--- config.mk ---
export PLATFORM = sky130hd
export DESIGN_NAME = wmt_queue
export DESIGN_NICKNAME = d
export VERILOG_FILES = /design/src/sv/wmt_pkg.sv /design/src/sv/wmt_queue.sv
export SDC_FILE = /design/constraint.sdc
export NUM_CORES = 1
export LEC_CHECK = 0
export BUFFER_PORTS_ARGS = -buffer_cell sky130_fd_sc_hd__buf_2
export CORE_AREA = 3 3 138 140
export CTS_CLUSTER_DIAMETER = 50
export DETAILED_ROUTE_END_ITERATION = 6
export DIE_AREA = 0 0 141 143
export HOLD_SLACK_MARGIN = 0.12
export PLACE_DENSITY = 0.64
export SETUP_SLACK_MARGIN = 0.02
export SYNTH_ARGS = -nofsm -noshare
export SYNTH_HDL_FRONTEND = slang
export SYNTH_SLANG_ARGS = --single-unit
--- constraint.sdc ---
create_clock -name i_clk -period 4.15 [get_ports i_clk]
set_clock_uncertainty 0.1 [all_clocks]
set_input_delay 0.2075 -clock i_clk [delete_from_list [all_inputs] [get_ports i_clk]]
set_output_delay 0.2075 -clock i_clk [all_outputs]
set_load 0.01 [all_outputs]
--- src/sv/wmt_pkg.sv ---
// ----------------------------------------------------------------------------
// wmt_pkg: shared types and constants of the window mean threshold filter
// word formats, command codes, register indexes and default sizes
// ----------------------------------------------------------------------------
package wmt_pkg;

    // default sizes handed to the top level parameters
    localparam int GRID_DIM_DEF   = 32;
    localparam int RADIUS_MAX_DEF = 7;
    localparam int VALUE_BITS_DEF = 16;

    // depth of the queue between front and back
    localparam int QUEUE_DEPTH = 2;

    localparam logic [15:0] KILL_MAX = 16'hFFFF;

    // command codes of the input word
    localparam logic [1:0] CMD_WRITE = 2'd0;
    localparam logic [1:0] CMD_TEST  = 2'd1;
    localparam logic [1:0] CMD_BATCH = 2'd2;

    // configuration register indexes
    localparam logic [1:0] CFG_RADIUS    = 2'd0;
    localparam logic [1:0] CFG_THRESHOLD = 2'd1;
    localparam logic [1:0] CFG_EXTENT    = 2'd2;

    localparam logic [2:0]  RADIUS_RST    = 3'd1;
    localparam logic [15:0] THRESHOLD_RST = 16'd128;
    localparam logic [5:0]  EXTENT_RST    = 6'd25;

    typedef struct packed {
        logic [1:0]  command;
        logic [5:0]  pos_x;
        logic [5:0]  pos_y;
        logic [15:0] cell_value;
        logic [15:0] point_id;
    } t_in_word;

    typedef struct packed {
        logic        survives;
        logic [5:0]  out_x;
        logic [5:0]  out_y;
        logic [15:0] out_id;
        logic [15:0] killed_total;
    } t_out_word;

    // classified command passed from front to back
    typedef struct packed {
        logic [1:0]  op;
        logic        empty;
        logic [5:0]  x0;
        logic [5:0]  x1;
        logic [5:0]  y0;
        logic [5:0]  y1;
        logic [15:0] cell_value;
        logic [5:0]  pos_x;
        logic [5:0]  pos_y;
        logic [15:0] point_id;
    } t_entry;

endpackage

--- src/sv/wmt_queue.sv ---
// ----------------------------------------------------------------------------
// wmt_queue: short first-word-fall-through queue of classified commands
// decouples the front from the back
// ----------------------------------------------------------------------------
module wmt_queue (
    input  logic            i_clk,
    input  logic            i_rst_n,
    input  logic            i_push,
    input  wmt_pkg::t_entry i_entry,
    output logic            o_full,
    input  logic            i_pop,
    output logic            o_empty,
    output wmt_pkg::t_entry o_entry
);
    import wmt_pkg::*;

    localparam int PW = (QUEUE_DEPTH > 1) ? $clog2(QUEUE_DEPTH) : 1;

    t_entry        r_mem [QUEUE_DEPTH];
    logic [PW-1:0] r_wp, r_rp;
    logic [PW:0]   r_cnt, n_cnt;

    assign o_full  = (r_cnt == (PW+1)'(QUEUE_DEPTH));
    assign o_empty = (r_cnt == '0);
    assign o_entry = r_mem[r_rp];

    always_comb begin
        n_cnt = r_cnt;
        if (i_push && !i_pop) begin
            n_cnt = r_cnt + 1'b1;
        end else if (!i_push && i_pop) begin
            n_cnt = r_cnt - 1'b1;
        end
    end

    always_ff @(posedge i_clk) begin
        if (!i_rst_n) begin
            r_wp  <= '0;
            r_rp  <= '0;
            r_cnt <= '0;
        end else begin
            if (i_push) r_wp <= r_wp + 1'b1;
            if (i_pop)  r_rp <= r_rp + 1'b1;
            r_cnt <= n_cnt;
        end
    end

    always_ff @(posedge i_clk) begin
        if (i_push) begin
            r_mem[r_wp] <= i_entry;
        end
    end

endmodule

# Word level (Yosys, flattened, before mapping)
# Memories as Yosys holds them, arrays and structs flattened. A register that Yosys moved wholly into a read port is not among the register bits.
# Cells that the tools add are included.
[word_totals]
reg_bits = 4
ramBits = 142
in_bits = 75
out_inout_bits = 73
word_cells = 21
memories = 1
[mem_list]
columns = ["name", "depth", "word_bits", "read_ports", "rd_clocked_by_memory_dff", "wr", "line", "source"]
rows = [
  ["r_mem", 2, 71, 1, 1, 1, "wmt_queue.sv:19", "t_entry r_mem [QUEUE_DEPTH];"],
]
[op_classes]
n_addsub = 4
eq_ne = 1
n_mux = 6
n_reduce_logical = 6
[op_table]
columns = ["op", "n"]
rows = [
  ["2-to-1 mux 1 bit", 4],
  ["2-to-1 mux 2 bit", 2],
  ["adder 1 bit (second input constant)", 2],
  ["adder 2 x 1 -> 2 bit (second input constant)", 1],
  ["equality test 2 bit (second input constant)", 1],
  ["logical AND 1 bit", 2],
  ["zero test 1 bit", 2],
  ["zero test 2 bit", 1],
  ["nonzero test 2 bit", 1],
  ["subtractor 2 x 1 -> 2 bit (second input constant)", 1],
]

# Depth between registers and ports, before layout
[logic_depth]
depth_word = 4
ltp_mapped = 5

# Least setup slack after synthesis
# Ideal clock, no wire load.
[synth_path]
kind = "reg-to-reg"
start = "reg r_wp"
end = "mem r_mem[0][0] (netlist bit) (enable)"
setup_time_ns = 0.510
arrival_ns = 3.479
t_required_ns = 3.540
slack_ns = 0.062
path_stages_with_launch = 2
n_path_buf = 0
period_less_slack_ns = 4.088
path_cell_list = "dfxtp_1 -> nor2b_1"
[synth_lines]
columns = ["item", "line", "source"]
rows = [
  ["from (decl)", "wmt_queue.sv:20", "logic [PW-1:0] r_wp, r_rp;"],
  ["from (signal assigned)", "wmt_queue.sv:42", "if (i_push) r_wp <= r_wp + 1'b1;"],
  ["to (decl)", "wmt_queue.sv:19", ""],
]
# No word-level cell before the write port.

==> qor.yml <==
sta:
  worst_pin_slew_ns: 1.00
  fmax_mhz: 437
  rsz0062_at_grt: "false"
  finalMaxSlewViolations: 0
  fin_tns_setup_ns: 0
  fin_crit_ns: 2.29
  slew_headroom: 0.332
  finalHoldViolations: 0
  min_period_over_period: 0.552
  finalSetupViolations: 0
die:
  die_x_um: 141
  rows: 49
  dieArea_mm2: 0.0202
  die_h_um: 143
  initial_utilization: 0.299
  coreArea_mm2: 0.0180
  ios: 148
global_route:
  grt_usage: 0.108
  grt_max_degree: 72
  grt_first_pass_wirelength_mm: 16.6
  antenna_found_initial: 0
  grt_pass1_vias: 3255
  overflow: 0
worst_setup_path:
  worst-setup-path-type: "reg2out"
  path_max_fanout: 71
  cp_slowest_stage_delay_ns: 0.98
  crit_buf_inv: 1
  crit_chain: "mux2_2, buf_2"
  crit_path_top_delay_cell: "dfxtp_4"
  path_delay_family: "flip-flops"
  required_ns: 3.84
  critPathArrivalTime_ns: 1.98
  cp-end-kind: "output port"
  worstSetupStartpointType: "flip-flop"
cts:
  cts_tree: "yes"
  htree_num_levels: 4
  cts.sinks: 147
  cts.clk_slew.worst_paths_ns: 0.06
  clk_path_buf_depth: 2
  numCtsBuffers: 17
  cts_root_buffer: "clkbuf_16"
  cts_setup_buffers: 0
  clock_latency_ns: 0.40
run_status:
  status: "finished clean"
power:
  power_density_mw_per_mm2: 475
  power_frac_comb: 0.099
  max-vdd-ir-drop_mv: 0.265
  power.internal_mw: 2.89
  p_leak_nw: 2.90
  switching_power_uw: 757
  pwr-share-seq: 0.483
  p_clk_frac: 0.418
  switching_share: 0.208
logic_synthesis:
  seq_area_frac_synth: 0.813
  syn_inst: 243
  synth_nets: 319
  synth.distinct_cells: 17
  syn-cell-area_mm2: 0.00537
  yosys_register_bits: 147
  yosysWarnings: 0
  post_synth.cell_area_avg_um2: 22.1
routing:
  viasPerCell: 4.20
  dr_wl_met3_um: 659
  first_iter_violations: 77
  wl_met2_mm: 5.49
  dr_total_vias: 3024
  ant_nets: 0
  drtPass1Iterations: 4
  drt-total-wl_mm: 10.8
  highest-signal-layer: "met4"
  met1_length_mm: 4.49
  drc: 0
  routedWlPerCell_um: 15.0
layout:
  syn2layout_area_growth_pct: 43.1
  multi_input_area_um2: 925
  drive_gt1_frac: 0.517
  fillCellCount: 1613
  diodes: 0
  finalNetCount: 554
  seqCellArea_mm2: 0.00437
  utilization: 0.428
place:
  dp_hpwl_mm: 6.75
  place_congestion: 0.683
  port_buffers: 147
min_path:
  hold_class: "in2reg"
run:
  cap_violations: 0
-- cells in the mapped netlist --
cell type	count	share of area
a21boi_1	1	0.0014
and2_1	4	0.0047
and2b_2	1	0.0016
buf_2	1	0.00093
buf_6	7	0.015
dfxtp_1	5	0.019
edfxtp_1	142	0.79
ha_1	1	0.0023
inv_1	1	0.00070
mux2_2	71	0.15
nor2_1	1	0.00070
nor2b_1	2	0.0023
o21a_1	1	0.0014
o21ai_0	1	0.00093
or3_1	1	0.0012
xnor2_1	1	0.0016
xor2_1	2	0.0033
-- final timing paths --
kind	start	slack, ns	end	depth (start not counted)
worst min register to register	r_cnt[1]	0.44	r_cnt[1]	2
worst max register to register	r_wp	2.20	r_mem[0][27]	2
worst max-delay path	flip-flop	1.86	o_entry[10]	2
worst min-delay path	i_entry[45]	0.42	r_mem[1][45]	2
-- registers in the layout, indices dropped and copies added, names as in the netlist, named ones only --
name   cells
r_cnt      2
r_rp       1
r_mem    142
r_wp       1
-- cells in the final DEF, fill, tap and decap left out --
cell / synthesis / routed
buf_4: 0 / 2
and2b_2: 1 / 1
o21a_1: 1 / 1
dfxtp_4: 0 / 1
bufinv_16: 0 / 3
clkinv_2: 0 / 6
clkbuf_16: 0 / 17
clkinv_4: 0 / 1
a21boi_1: 1 / 1
dlygate4sd3_1: 0 / 75
dfxtp_1: 5 / 4
and2_1: 4 / 3
inv_1: 1 / 1
or3_1: 1 / 1
xor2_1: 2 / 2
buf_2: 1 / 147
ha_1: 1 / 1
nor2b_1: 2 / 1
edfxtp_1: 142 / 142
mux2_2: 71 / 71
xnor2_1: 1 / 1
o21ai_0: 1 / 1
and2_4: 0 / 1
nor2b_4: 0 / 1
clkbuf_1: 0 / 2
clkinvlp_4: 0 / 1
clkbuf_8: 0 / 2
nor2_1: 1 / 1
-- kinds of logic (layout without fill, tap and decap cells) --
logic type | after synthesis | after routing | synth area share
buffers and inverters | 9 | 257 | 0.0163
multiplexers | 71 | 71 | 0.149
AND/OR/NAND/NOR | 9 | 9 | 0.0105
AO/OA/AOI/OAI | 3 | 3 | 0.00373
XOR/XNOR | 3 | 3 | 0.00490
flip-flops | 147 | 147 | 0.813
adder cells (fa/ha/maj) | 1 | 1 | 0.00233
-- final cells by class --
cell class                      instances  area share
Clock buffer                           21      0.0599
Clock inverter                         11      0.0178
Inverter                                1    0.000489
Multi-Input combinational cell         87       0.120
Sequential cell                       147       0.569
Tap cell                              229      0.0373
Timing Repair Buffer                  224       0.195
-- metal layers --
| layer | global-route usage | up-vias |
|---|---|---|
| met1 | 0.124 | 1464 |
| met4 | 0.0474 | 0 |
| met2 | 0.183 | 109 |
| li1 | - | 1436 |
| met5 | 0 | - |
| met3 | 0.0395 | 15 |
-- power groups by stage --
| stage | combinational, mW | clock, mW | sequential, mW |
|---|---|---|---|
| 4_1_cts | 0.367 | 1.57 | 1.76 |
| 2_1_floorplan | 0.200 | 0 | 1.76 |
| 6_report | 0.361 | 1.53 | 1.76 |
| 3_5_place_dp | 0.308 | 0 | 1.79 |
| 3_3_place_gp | 0.301 | 0 | 1.79 |
| 5_1_grt | 0.391 | 1.63 | 1.77 |
-- per-stage QoR --
| stage | cell area, um2 | setup slack (ns) | power (mW) | hold WS (ns) | instances |
|---|---|---|---|---|---|
| 2_1_floorplan | 5370 | 0.0616 | 1.96 | 0.206 | 243 |
| 3_3_place_gp | 6330 | 2.14 | 2.09 | 0.294 | 613 |
| 3_5_place_dp | 6330 | 2.09 | 2.10 | 0.300 | 613 |
| 4_1_cts | 7680 | 1.78 | 3.70 | 0.392 | 720 |
| 5_1_grt | 7680 | 1.71 | 3.80 | 0.409 | 720 |
| 6_report | 7680 | 1.86 | 3.65 | 0.420 | 720 |
-- timing repair --
| item | in CTS | in global routing |
|---|---|---|
| gates resized for setup | 0 | 0 |
| hold endpoints to repair | 147 | 0 |
| hold buffers | 75 | 0 |
Power figures use the tool's default switching activity.
