[src/sv/wmt_pkg.sv]
// ----------------------------------------------------------------------------
// wmt_pkg: shared types and constants of the window mean threshold filter
// word formats, command codes, register indexes and default sizes
// ----------------------------------------------------------------------------
package wmt_pkg;

    // default sizes handed to the top level parameters
    localparam int GRID_DIM_DEF   = 32;
    localparam int RADIUS_MAX_DEF = 7;
    localparam int VALUE_BITS_DEF = 16;

    // depth of the queue between front and back
    localparam int QUEUE_DEPTH = 2;

    localparam logic [15:0] KILL_MAX = 16'hFFFF;

    // command codes of the input word
    localparam logic [1:0] CMD_WRITE = 2'd0;
    localparam logic [1:0] CMD_TEST  = 2'd1;
    localparam logic [1:0] CMD_BATCH = 2'd2;

    // configuration register indexes
    localparam logic [1:0] CFG_RADIUS    = 2'd0;
    localparam logic [1:0] CFG_THRESHOLD = 2'd1;
    localparam logic [1:0] CFG_EXTENT    = 2'd2;

    localparam logic [2:0]  RADIUS_RST    = 3'd1;
    localparam logic [15:0] THRESHOLD_RST = 16'd128;
    localparam logic [5:0]  EXTENT_RST    = 6'd25;

    typedef struct packed {
        logic [1:0]  command;
        logic [5:0]  pos_x;
        logic [5:0]  pos_y;
        logic [15:0] cell_value;
        logic [15:0] point_id;
    } t_in_word;

    typedef struct packed {
        logic        survives;
        logic [5:0]  out_x;
        logic [5:0]  out_y;
        logic [15:0] out_id;
        logic [15:0] killed_total;
    } t_out_word;

    // classified command passed from front to back
    typedef struct packed {
        logic [1:0]  op;
        logic        empty;
        logic [5:0]  x0;
        logic [5:0]  x1;
        logic [5:0]  y0;
        logic [5:0]  y1;
        logic [15:0] cell_value;
        logic [5:0]  pos_x;
        logic [5:0]  pos_y;
        logic [15:0] point_id;
    } t_entry;

endpackage

[src/sv/wmt_front.sv]
// ----------------------------------------------------------------------------
// wmt_front: accept and classify stage
// drops unused commands and off-grid writes, clips test windows to the grid
// ----------------------------------------------------------------------------
module wmt_front #(
    parameter int GRID_DIM   = wmt_pkg::GRID_DIM_DEF,
    parameter int RADIUS_MAX = wmt_pkg::RADIUS_MAX_DEF
) (
    input  logic              i_valid,
    output logic              o_ready,
    input  wmt_pkg::t_in_word i_word,
    input  logic [2:0]        i_radius,
    input  logic [5:0]        i_extent,
    input  logic              i_full,
    output logic              o_push,
    output wmt_pkg::t_entry   o_entry
);
    import wmt_pkg::*;

    logic [6:0]        ext;
    logic [4:0]        rad;
    logic signed [8:0] ext_s, rad_s, xs, ys;
    logic signed [8:0] x_lo, x_hi, y_lo, y_hi;
    logic signed [8:0] x0, x1, y0, y1;
    logic              on_grid;
    logic              keep;

    assign o_ready = !i_full;

    always_comb begin
        ext = ({1'b0, i_extent} > 7'(GRID_DIM)) ? 7'(GRID_DIM) : {1'b0, i_extent};
        rad = ({2'b0, i_radius} > 5'(RADIUS_MAX)) ? 5'(RADIUS_MAX) : {2'b0, i_radius};
        ext_s = $signed({2'b0, ext});
        rad_s = $signed({4'b0, rad});
        xs = $signed({3'b0, i_word.pos_x}) - 9'sd1;
        ys = $signed({3'b0, i_word.pos_y}) - 9'sd1;
        x_lo = xs - rad_s;
        x_hi = xs + rad_s;
        y_lo = ys - rad_s;
        y_hi = ys + rad_s;
        x0 = (x_lo < 9'sd0) ? 9'sd0 : x_lo;
        y0 = (y_lo < 9'sd0) ? 9'sd0 : y_lo;
        x1 = (x_hi > ext_s - 9'sd1) ? ext_s - 9'sd1 : x_hi;
        y1 = (y_hi > ext_s - 9'sd1) ? ext_s - 9'sd1 : y_hi;
        on_grid = (i_word.pos_x != 6'd0) && (i_word.pos_y != 6'd0) &&
                  ({1'b0, i_word.pos_x} <= ext) && ({1'b0, i_word.pos_y} <= ext);

        o_entry = '0;
        o_entry.op         = i_word.command;
        o_entry.cell_value = i_word.cell_value;
        o_entry.pos_x      = i_word.pos_x;
        o_entry.pos_y      = i_word.pos_y;
        o_entry.point_id   = i_word.point_id;
        keep = 1'b0;
        case (i_word.command)
            CMD_WRITE: begin
                keep       = on_grid;
                o_entry.x0 = i_word.pos_x - 6'd1;
                o_entry.y0 = i_word.pos_y - 6'd1;
            end
            CMD_TEST: begin
                keep          = 1'b1;
                o_entry.empty = (x0 > x1) || (y0 > y1);
                o_entry.x0    = x0[5:0];
                o_entry.x1    = x1[5:0];
                o_entry.y0    = y0[5:0];
                o_entry.y1    = y1[5:0];
            end
            CMD_BATCH: keep = 1'b1;
            default:   keep = 1'b0;
        endcase
    end

    assign o_push = i_valid && !i_full && keep;

endmodule

[config.mk]
export PLATFORM = sky130hd
export DESIGN_NAME = wmt_front
export DESIGN_NICKNAME = d
export VERILOG_FILES = /design/src/sv/wmt_pkg.sv /design/src/sv/wmt_front.sv
export SDC_FILE = /design/constraint.sdc
export NUM_CORES = 1
export LEC_CHECK = 0
export CORE_UTILIZATION = 46
export DETAILED_ROUTE_END_ITERATION = 10
export DONT_BUFFER_PORTS = 1
export PLACE_DENSITY_LB_ADDON = 0.15
export SLEW_MARGIN = 40
export SYNTH_ARGS = -nofsm -noshare
export SYNTH_HDL_FRONTEND = slang
export SYNTH_SLANG_ARGS = --single-unit
[constraint.sdc]
create_clock -name vclk -period 4.6
set_clock_uncertainty 0.15 [all_clocks]
set_input_delay 0.23 -clock vclk [all_inputs]
set_output_delay 0.23 -clock vclk [all_outputs]
set_load 0.005 [all_outputs]
Word-level counts from Yosys, hierarchy flattened
Cells that the tools add are included.
- word-level logic and storage cells: 42
- bits of input ports: 57
- bits in registers: 0
- multiplexer cells: 11
- add/sub/neg operators: 9
- order comparisons: 9
- equal/unequal tests: 2
- reductions and logical operators: 11
- operators with widths (kind ; number):
    $mux 9 ; 4
    $pmux 6 s2 ; 2
    $sub 6x1->7 const B ; 3
    $gt 9x9->1 ; 2
    $mux 6 ; 3
    $add 7x4->8 ; 2
    $gt 8x7->1 ; 2
    $lt 8x1->1 const B ; 2
    $sub 7x4->8 ; 2
    $le 6x6->1 ; 2
    $reduce_bool 6->1 ; 2
    $sub 6x1->6 const B ; 2
    $gt 6x6->1 const B ; 1
    $logic_and 1x1->1 ; 5
    $eq 2x1->1 const B ; 1
    $eq 2x2->1 const B ; 1
    $logic_not 2->1 ; 1
    $pmux 1 s2 ; 1
    $reduce_or 2->1 ; 1
    $logic_not 1->1 ; 1
    $logic_or 1x1->1 ; 1
    $mux 1 ; 1

Longest topological paths before layout
Gate-level depths: netlist of the first run.
- word-level depth: 8
- gate-level depth with buffers: 23
- depth with buffers taken out: 23

Worst setup path before layout of the first run
Ideal clock, no wire load.
- path kind: input port to output port
- start point: input i_word[38] (netlist bit)
- end point: output o_entry[68] (netlist bit)
- arrival time: 4.664 ns
- setup slack: -0.444 ns
- path buffers: 0
- stages on the path: 22
- cell sequence: inv_1 > ha_1 > inv_1 > fa_1 > nor2b_1 > o21ai_0 > nor3_1 > xnor2_1 > ha_1 > nand3_1 > o311a_1 > a21oi_2 > mux2i_1 > ha_1 > nor2b_1 > o21a_1 > o21a_1 > o21ai_0 > nand2b_1 > a211oi_1 > o22ai_1 > o41a_1
- RTL lines (item ; RTL line ; text):
    from (decl) ; wmt_front.sv:11 ; input wmt_pkg::t_in_word i_word,
    to (decl) ; wmt_front.sv:16 ; output wmt_pkg::t_entry o_entry

==> results.txt, run 1 <==
Outcome: finished, violations left
Slowest cell on the critical path: o211ai_1
Port bufs: 0
Effective utilization at floorplan: 47.4%
Startpoint Class: input port
Final hold vios: 0
Final Wtd Congestion: 0.933
GRT overflow: 0
Residual DRC: 0
Tightest Pin Transition: 0.625 ns
Hold Path End: o_entry[41]
Synth Instances: 369
Worst hold stages: 0
Crit path max fanout: 5
Largest net degree at the start of global routing: 14
Antenna cells: 0
Sequential cell count: 0
Dpl cells: 473
Pleak: 1.73 nW
GRT Total Usage: 28.2%
Mapped Avg Cell Area: 7.56 um2
MaxCap Viol Count: 0
Vias in the first global route: 2920
Final nets: 556
Final HPWL DP: 6.93 mm
Via-to-Cell Ratio: 5.62
Synth unique cells: 53
Peak VDD IR: 0.115 mV
1st-iter DRT viols: 167
Average wire per standard cell: 18.1 um
CP required: 4.22 ns
Die area: 6380 um2
Die Span Y: 79.9 um
Row cnt: 28
Storage element area: 0 um2
Post-synthesis sequential area ratio: 0%
Die Wd: 79.9 um
Smallest hold slack: 0.310 ns
CLK BUF: 0
Util after Layout: 61.8%
Synthesized area: 2790 um2
Setup TNS Final: -0.637 ns
IO Pins: 130
Critical path endpoint category: primary output
Net count after synthesis: 490
Violated checks: negative setup slack
Tcrit/Tclk final: 114%
Largest delay share family, worst path: buffers and inverters
Remaining antenna violation count after routing: 0
Finished Layout Cells: 508
Via count: 2857
TritonRoute pass-1 iters: 4
Synth Warn #: 0
First-pass GRT wire length: 13.9 mm
Fillers: 501
Area of the multi-input gates: 2580 um2
Power Dens Cells: 211 nW/um2
Layout-stage area growth over the synthesis result: 30.4%
Worst Setup SP: i_word[38]
Worst Hold Class: input port to primary output
Setup violators final: 1
Max frequency: 191 MHz
RSZ-0062 raised after global routing: true
Largest stage delay, worst path: 0.34 ns
Pre-CTS setup slack: -0.656 ns
Rel. slew slack: 58.4%
Critical Path AT: 4.86 ns
Crit-path most repeated cell: buf_4
Slew Limit Fails: 0
Final worst path period need: 5.24 ns
Critical path buffer and inverter count: 25
Layout cell share with drive strength beyond 1: 38.8%
Routed WL: 9.17 mm
Core Region: 5890 um2
Min-delay src: i_word[29]
WS Path Type: input port to primary output
Final worst slack: -0.637 ns
Initial antenna violation count: 0
==> logic make-up (layout without fill, tap and decap cells) <==
logic type	after synthesis	in the layout	synth area share, %
mux	12	12	4.35
simple gates	119	119	21.2
fa+ha+maj	67	67	30.9
xor+xnor	35	35	12.1
buf+inv	76	140	16.4
compound gates	60	60	15.1
==> layout make-up <==
type                            count  area share, %
Timing Repair Buffer              112           23.3
Multi-Input combinational cell    293           70.8
Inverter                           28           3.27
Tap cell                           75           2.58
==> Yosys cell counts (3+ instances only) <==
cell type,n,area [um2]
nor2_1,40,150
nor4_1,3,18.8
xor2_1,10,87.6
nor3_1,9,45.0
nand2_1,24,90.1
nor2b_1,7,43.8
o21a_1,7,52.6
mux2i_1,11,110
o21ai_0,14,70.1
o22ai_1,7,43.8
ha_1,60,751
nand4_1,5,31.3
a21oi_1,12,60.1
nand3_1,11,55.1
fa_1,4,80.1
inv_1,27,101
and2_1,4,25.0
buf_4,46,345
nand2b_1,7,43.8
xnor2_1,21,184
==> per-stage QoR <==
stage                     power (mW)  area, um2
after global routing           0.835       3640
after global placement         0.622       3130
final                          0.766       3640
after CTS                      0.727       3570
after floorplan                0.428       2810
after detailed placement       0.624       3130
==> cell usage in the layout (no fill, tap or decap), types with 4 or more instances in the layout <==
| master | netlist | layout |
|---|---|---|
| nand3_1 | 11 | 10 |
| and2_1 | 4 | 4 |
| nand2b_1 | 7 | 7 |
| mux2i_2 | 0 | 5 |
| nand4_1 | 5 | 5 |
| o22ai_1 | 7 | 7 |
| nor3_1 | 9 | 6 |
| o21a_1 | 7 | 7 |
| nand2_1 | 24 | 24 |
| nor2b_1 | 7 | 7 |
| xor2_2 | 2 | 4 |
| mux2i_1 | 11 | 5 |
| ha_1 | 60 | 52 |
| a21oi_1 | 12 | 7 |
| buf_4 | 46 | 110 |
| o21ai_0 | 14 | 11 |
| inv_1 | 27 | 21 |
| xnor2_2 | 2 | 5 |
| a21oi_2 | 1 | 5 |
| ha_4 | 0 | 6 |
| nor2_1 | 40 | 40 |
| xnor2_1 | 21 | 18 |
| xor2_1 | 10 | 7 |
==> repair_timing <==
action,4_1_cts,5_1_grt
setup endpoints to repair,1,1
gates resized for setup,40,9
hold buffers,0,0
pin swaps,24,9
setup buffers,33,3
cloned,0,0
==> where the power goes <==
group          total (mW)  switching, mW  internal, mW
registers               0              0             0
clock network           0              0             0
logic               0.766          0.370         0.396
total               0.766          0.370         0.396
==> metal layers <==
layer | routed length [um] | GRT usage [%] | vias to the layer above
met5 | 0 | 0 | -
met4 | 402 | 11.1 | 0
met3 | 762 | 5.03 | 42
met2 | 4230 | 47.6 | 171
met1 | 3780 | 35.2 | 1273
li1 | - | - | 1371
==> how the worst max path moves through the flow <==
| stage | to | depth (start not counted) |
|---|---|---|
| 2_1_floorplan | o_entry[68] | 22 |
| 5_1_grt | o_entry[68] | 23 |
| 3_5_place_dp | o_entry[68] | 22 |
| 6_report | o_entry[68] | 33 |
| 3_3_place_gp | o_entry[68] | 22 |
| 4_1_cts | o_entry[68] | 22 |
(Power assumes the default switching activity.)
==> run 2: changes to the inputs <==
--- a/config.mk
+++ b/config.mk
@@ -5,7 +5,9 @@
 export SDC_FILE = /design/constraint.sdc
 export NUM_CORES = 1
 export LEC_CHECK = 0
-export CORE_UTILIZATION = 46
+export CELL_PAD_IN_SITES_DETAIL_PLACEMENT = 1
+export CELL_PAD_IN_SITES_GLOBAL_PLACEMENT = 2
+export CORE_UTILIZATION = 33
 export DETAILED_ROUTE_END_ITERATION = 10
 export DONT_BUFFER_PORTS = 1
 export PLACE_DENSITY_LB_ADDON = 0.15
==> run 2 against run 1 <==
  * The run still ends with negative setup slack left
  * Die area grew 38%
  * Clock-buffer cell count unchanged
  * First-iteration DRC count fell by 50%
  * Global-route usage is 5.0 points lower
  * Setup slack better by 0.12 ns
  * Combinational power rose by 5.2%
  * Sequential cell count is the same
  * Highest routed layer unchanged
==> results.txt, run 2 (synthesis gave the netlist of run 1 again) <==
Worst Hold Class: input port to primary output
Violated checks: negative setup slack
Pleak: 1.71 nW
Port bufs: 0
Critical Path AT: 4.74 ns
Switching Share: 48.4%
Effective utilization at floorplan: 34.0%
CTS Hold Bufs: 0
Initial antenna violation count: 0
GRT Total Usage: 23.2%
IO Pins: 130
CP required: 4.22 ns
Residual DRC: 0
Routed WL: 10.4 mm
Row cnt: 33
Clock power share: 0%
Critical path endpoint category: primary output
Finished Layout Cells: 530
Final HPWL DP: 8.64 mm
Final hold vios: 0
Startpoint Class: input port
GRT overflow: 0
Antenna cells: 0
1st-iter DRT viols: 83
Slew Limit Fails: 0
Fillers: 1002
Die Span Y: 94.0 um
Largest net degree at the start of global routing: 14
Final nets: 548
Peak VDD IR: 0.0602 mV
Setup TNS Final: -0.519 ns
Dpl cells: 520
Area of the multi-input gates: 2710 um2
Storage element area: 0 um2
Max frequency: 195 MHz
Min-delay src: i_word[25]
Via count: 2808
Commonest non-fill, non-tap cell in the layout: buf_4
Internal power: 0.416 mW
MaxCap Viol Count: 0
Smallest hold slack: 0.310 ns
Util after Layout: 45.8%
Sequential cell count: 0
Rel. slew slack: 52.3%
TritonRoute pass-1 iters: 4
First-pass GRT wire length: 15.8 mm
Power Dens Cells: 214 nW/um2
Final worst slack: -0.519 ns
Layout cell share with drive strength beyond 1: 40.9%
Worst hold stages: 0
Layout-stage area growth over the synthesis result: 35.0%
Via-to-Cell Ratio: 5.30
Most frequent cells in the layout: buf_4 (98), ha_1 (47), nor2_1 (38)
Combinational share of power: 100.0%
Register share of total power: 0%
Remaining antenna violation count after routing: 0
Crit path max fanout: 4
Final Wtd Congestion: 0.840
Setup violators final: 1
NetSw: 0.390 mW
RSZ-0062 raised after global routing: true
Tcrit/Tclk final: 111%
Core Region: 8220 um2
Die area: 8830 um2
Final worst path period need: 5.12 ns
Vias in the first global route: 3074
Tightest Pin Transition: 0.715 ns
Average wire per standard cell: 19.6 um
WS Path Type: input port to primary output
Outcome: finished, violations left
CLK BUF: 0
Hold Path End: o_entry[37]
Die Wd: 94.0 um
[run 2: changes by cell type in the layout (fill, tap and decap cells not counted), sizes merged]
cell      before  now
inv           24   23
clkinvlp       3    4
buf          112  104
[run 2: power groups by stage]
stage	Clock (mW)	Combinational (mW)	Sequential [mW]
2_1_floorplan	0	0.428	0
3_3_place_gp	0	0.654	0
3_5_place_dp	0	0.672	0
4_1_cts	0	0.720	0
5_1_grt	0	0.880	0
6_report	0	0.806	0
[run 2: cell type report]
class                      count  area share, %
inverter                      28           3.19
timing repair buffer         104           21.3
tap                          105           3.49
multi-input combinational    293           72.0
[run 2: stage by stage]
step	area (um2)	power (mW)	setup WS, ns
floorplan	2810	0.428	-0.278
global placement	3290	0.654	-0.755
detailed placement	3290	0.672	-0.771
CTS	3410	0.720	-0.531
global route	3770	0.880	-0.673
finish	3770	0.806	-0.519
[run 2: worst max-delay path, cell delays in order]
cell and delay, ns:
clkinvlp_4 0.11, ha_4 0.20, xor2_4 0.16, ha_4 0.28, buf_6 0.11, nor2_1 0.05
a221oi_2 0.32, nor3_2 0.10, buf_4 0.17, xnor2_4 0.13, buf_6 0.14, xnor2_2 0.18
nor4_4 0.09, a311oi_4 0.35, mux2i_2 0.30, ha_1 0.28, nor2b_1 0.13, o21a_1 0.17
o21a_1 0.16, o21ai_1 0.11, nand2b_1 0.08, a211oi_2 0.26, o22ai_1 0.14, o41a_1 0.47
[run 2: how the worst max path moves through the flow]
stage | start | endpoint | cells after the start
final | i_word[33] | o_entry[68] | 24
after detailed placement | i_word[32] | o_entry[68] | 22
after global placement | i_word[32] | o_entry[68] | 22
after floorplan | i_word[32] | o_entry[68] | 22
after CTS | i_word[32] | o_entry[68] | 23
after global routing | i_word[33] | o_entry[68] | 24
[run 2: layer usage]
metal / GRT usage, % / share of wire (%)
met5: 0 / 0
met4: 5.64 / 2.3
met3: 2.10 / 5.2
met2: 42.0 / 50
met1: 29.2 / 43
[run 2: timing repair]
| item | in CTS | in global routing |
|---|---|---|
| buffers inserted | 6 | 5 |
| pin swaps | 2 | 38 |
| cloned | 0 | 0 |
| setup endpoints to repair | 1 | 1 |
| gates resized for setup | 17 | 56 |
==> run 3: changes to the inputs <==
--- a/config.mk
+++ b/config.mk
@@ -10,7 +10,8 @@
 export CORE_UTILIZATION = 33
 export DETAILED_ROUTE_END_ITERATION = 10
 export DONT_BUFFER_PORTS = 1
-export PLACE_DENSITY_LB_ADDON = 0.15
+export PLACE_DENSITY = 0.89
+export RECOVER_POWER = 100
 export SLEW_MARGIN = 40
 export SYNTH_ARGS = -nofsm -noshare
 export SYNTH_HDL_FRONTEND = slang
==> run 3 against run 2 <==
  * The flow still finishes with violations (negative setup slack)
  * Clock-buffer cell count stayed put
  * Combinational power hardly changed
  * Core utilization is 0.62 points lower
  * Final area is 1.4% lower
  * Cell count is 1.3% lower
  * Critical path depth is 1 lower
  * Via count is 3.5% higher
  * Wire length is 6.5% higher
  * Setup slack better by 0.041 ns
  * Sequential share of layout area stayed put
  * Die area stayed put
  * Critical path type unchanged
  * Highest routed layer unchanged
==> results.txt, run 3 (synthesis gave the netlist of run 1 again) <==
Commonest non-fill, non-tap cell in the layout: buf_4
Most frequent cells in the layout: buf_4 (86), ha_1 (46), nor2_1 (39)
Slowest cell on the critical path: o41a_1
Violated checks: negative setup slack
Startpoint Class: input port
First-pass GRT wire length: 15.8 mm
Util after Layout: 45.2%
GRT overflow: 0
Final worst slack: -0.478 ns
Slew Limit Fails: 0
Initial antenna violation count: 0
Power Dens Cells: 216 nW/um2
Critical path destination: o_entry[68]
Dpl cells: 511
Tcrit/Tclk final: 110%
Finished Layout Cells: 523
RSZ-0062 raised after global routing: true
Outcome: finished, violations left
IO Pins: 130
Vias in the first global route: 3080
Final nets: 541
Final HPWL DP: 8.32 mm
Final Wtd Congestion: 0.893
Average wire per standard cell: 21.2 um
Critical Path AT: 4.70 ns
Via count: 2906
CTS Hold Bufs: 0
Die Span Y: 94.0 um
Critical path endpoint category: primary output
Row cnt: 33
Final instance area: 3710 um2
Pwr Total: 0.803 mW
Layout cell share with drive strength beyond 1: 37.8%
Core Region: 8220 um2
CP required: 4.22 ns
Final hold vios: 0
GRT Total Usage: 23.3%
Rel. slew slack: 57.6%
Routed WL: 11.1 mm
1st-iter DRT viols: 98
Largest stage delay, worst path: 0.42 ns
Peak VDD IR: 0.0550 mV
Crit path max fanout: 5
Worst Hold Class: input port to primary output
TritonRoute pass-1 iters: 4
Die area: 8830 um2
Worst-path cell chain: clkinvlp_4 > ha_4 > inv_2 > ha_4 > nand2b_4 > a21oi_2 > o211ai_1 > nor2_1 > nor2_1 > ha_1 > nand3_2 > o311a_1 > a21oi_4 > mux2i_2 > ha_1 > nor2b_1 > o21a_1 > o21a_1 > o21ai_1 > nand2b_1 > a211oi_2 > o22ai_1 > o41a_1
Largest net degree at the start of global routing: 14
Effective utilization at floorplan: 34.0%
MaxCap Viol Count: 0
Tightest Pin Transition: 0.636 ns
Antenna cells: 0
Sequential cell count: 0
Via-to-Cell Ratio: 5.56
CP Depth: 23
Final worst path period need: 5.08 ns
Post-place instance area: 3240 um2
Largest delay share family, worst path: compound AO/OA/AOI/OAI gates
WS Path Type: input port to primary output
Port bufs: 0
Residual DRC: 0
Layout-stage area growth over the synthesis result: 33.1%
Max frequency: 197 MHz
Storage element area: 0 um2
Critical path buffer and inverter count: 2
Setup violators final: 1
Worst Setup SP: i_word[38]
Remaining antenna violation count after routing: 0
Smallest hold slack: 0.310 ns
Pleak: 1.67 nW
Die Wd: 94.0 um
CLK BUF: 0
[run 3: cell count changes in the layout (fill, tap and decap cells not counted), sizes merged]
cell,previous run,this run
inv,23,25
buf,104,93
clkinvlp,4,2
clkbuf,0,4
[run 3: repair_timing]
action | 4_1_cts | 5_1_grt
resized for setup | 48 | 21
endpoints found under the hold margin | 0 | 0
setup buffers | 9 | 5
endpoints found under the setup margin | 1 | 1
pin swaps | 31 | 33
[run 3: worst min-delay path by stage]
stage | startpoint | to | cells after the start
floorplan | i_full | o_ready | 1
global placement | i_word[15] | o_entry[15] | 0
detailed placement | i_word[15] | o_entry[15] | 0
CTS | i_word[15] | o_entry[15] | 0
global route | i_word[16] | o_entry[28] | 0
finish | i_word[13] | o_entry[13] | 0
[run 3: area by class of cell]
class	instances	area (um2)
well taps	105	131
inverters	28	115
fillers	985	4500
multi-input cells	293	2720
repair buffers	97	748
[run 3: metal layers]
layer  wire [um]  up-vias  track usage (%)
met4         385        0             4.49
li1            -     1335                -
met5           0        -                0
met1        4370     1415             26.6
met3         638       37             4.21
met2        5690      119             44.5
[run 3: report_power, final]
part           total (mW)  internal [mW]  switching, mW
Sequential              0              0              0
Clock                   0              0              0
Combinational       0.803          0.404          0.399
[run 3: per-stage QoR]
stage | setup slack, ns | setup TNS, ns
final | -0.478 | -0.478
after global routing | -0.616 | -0.616
after CTS | -0.471 | -0.471
after detailed placement | -0.794 | -0.794
after global placement | -0.707 | -0.707
after floorplan | -0.278 | -0.278
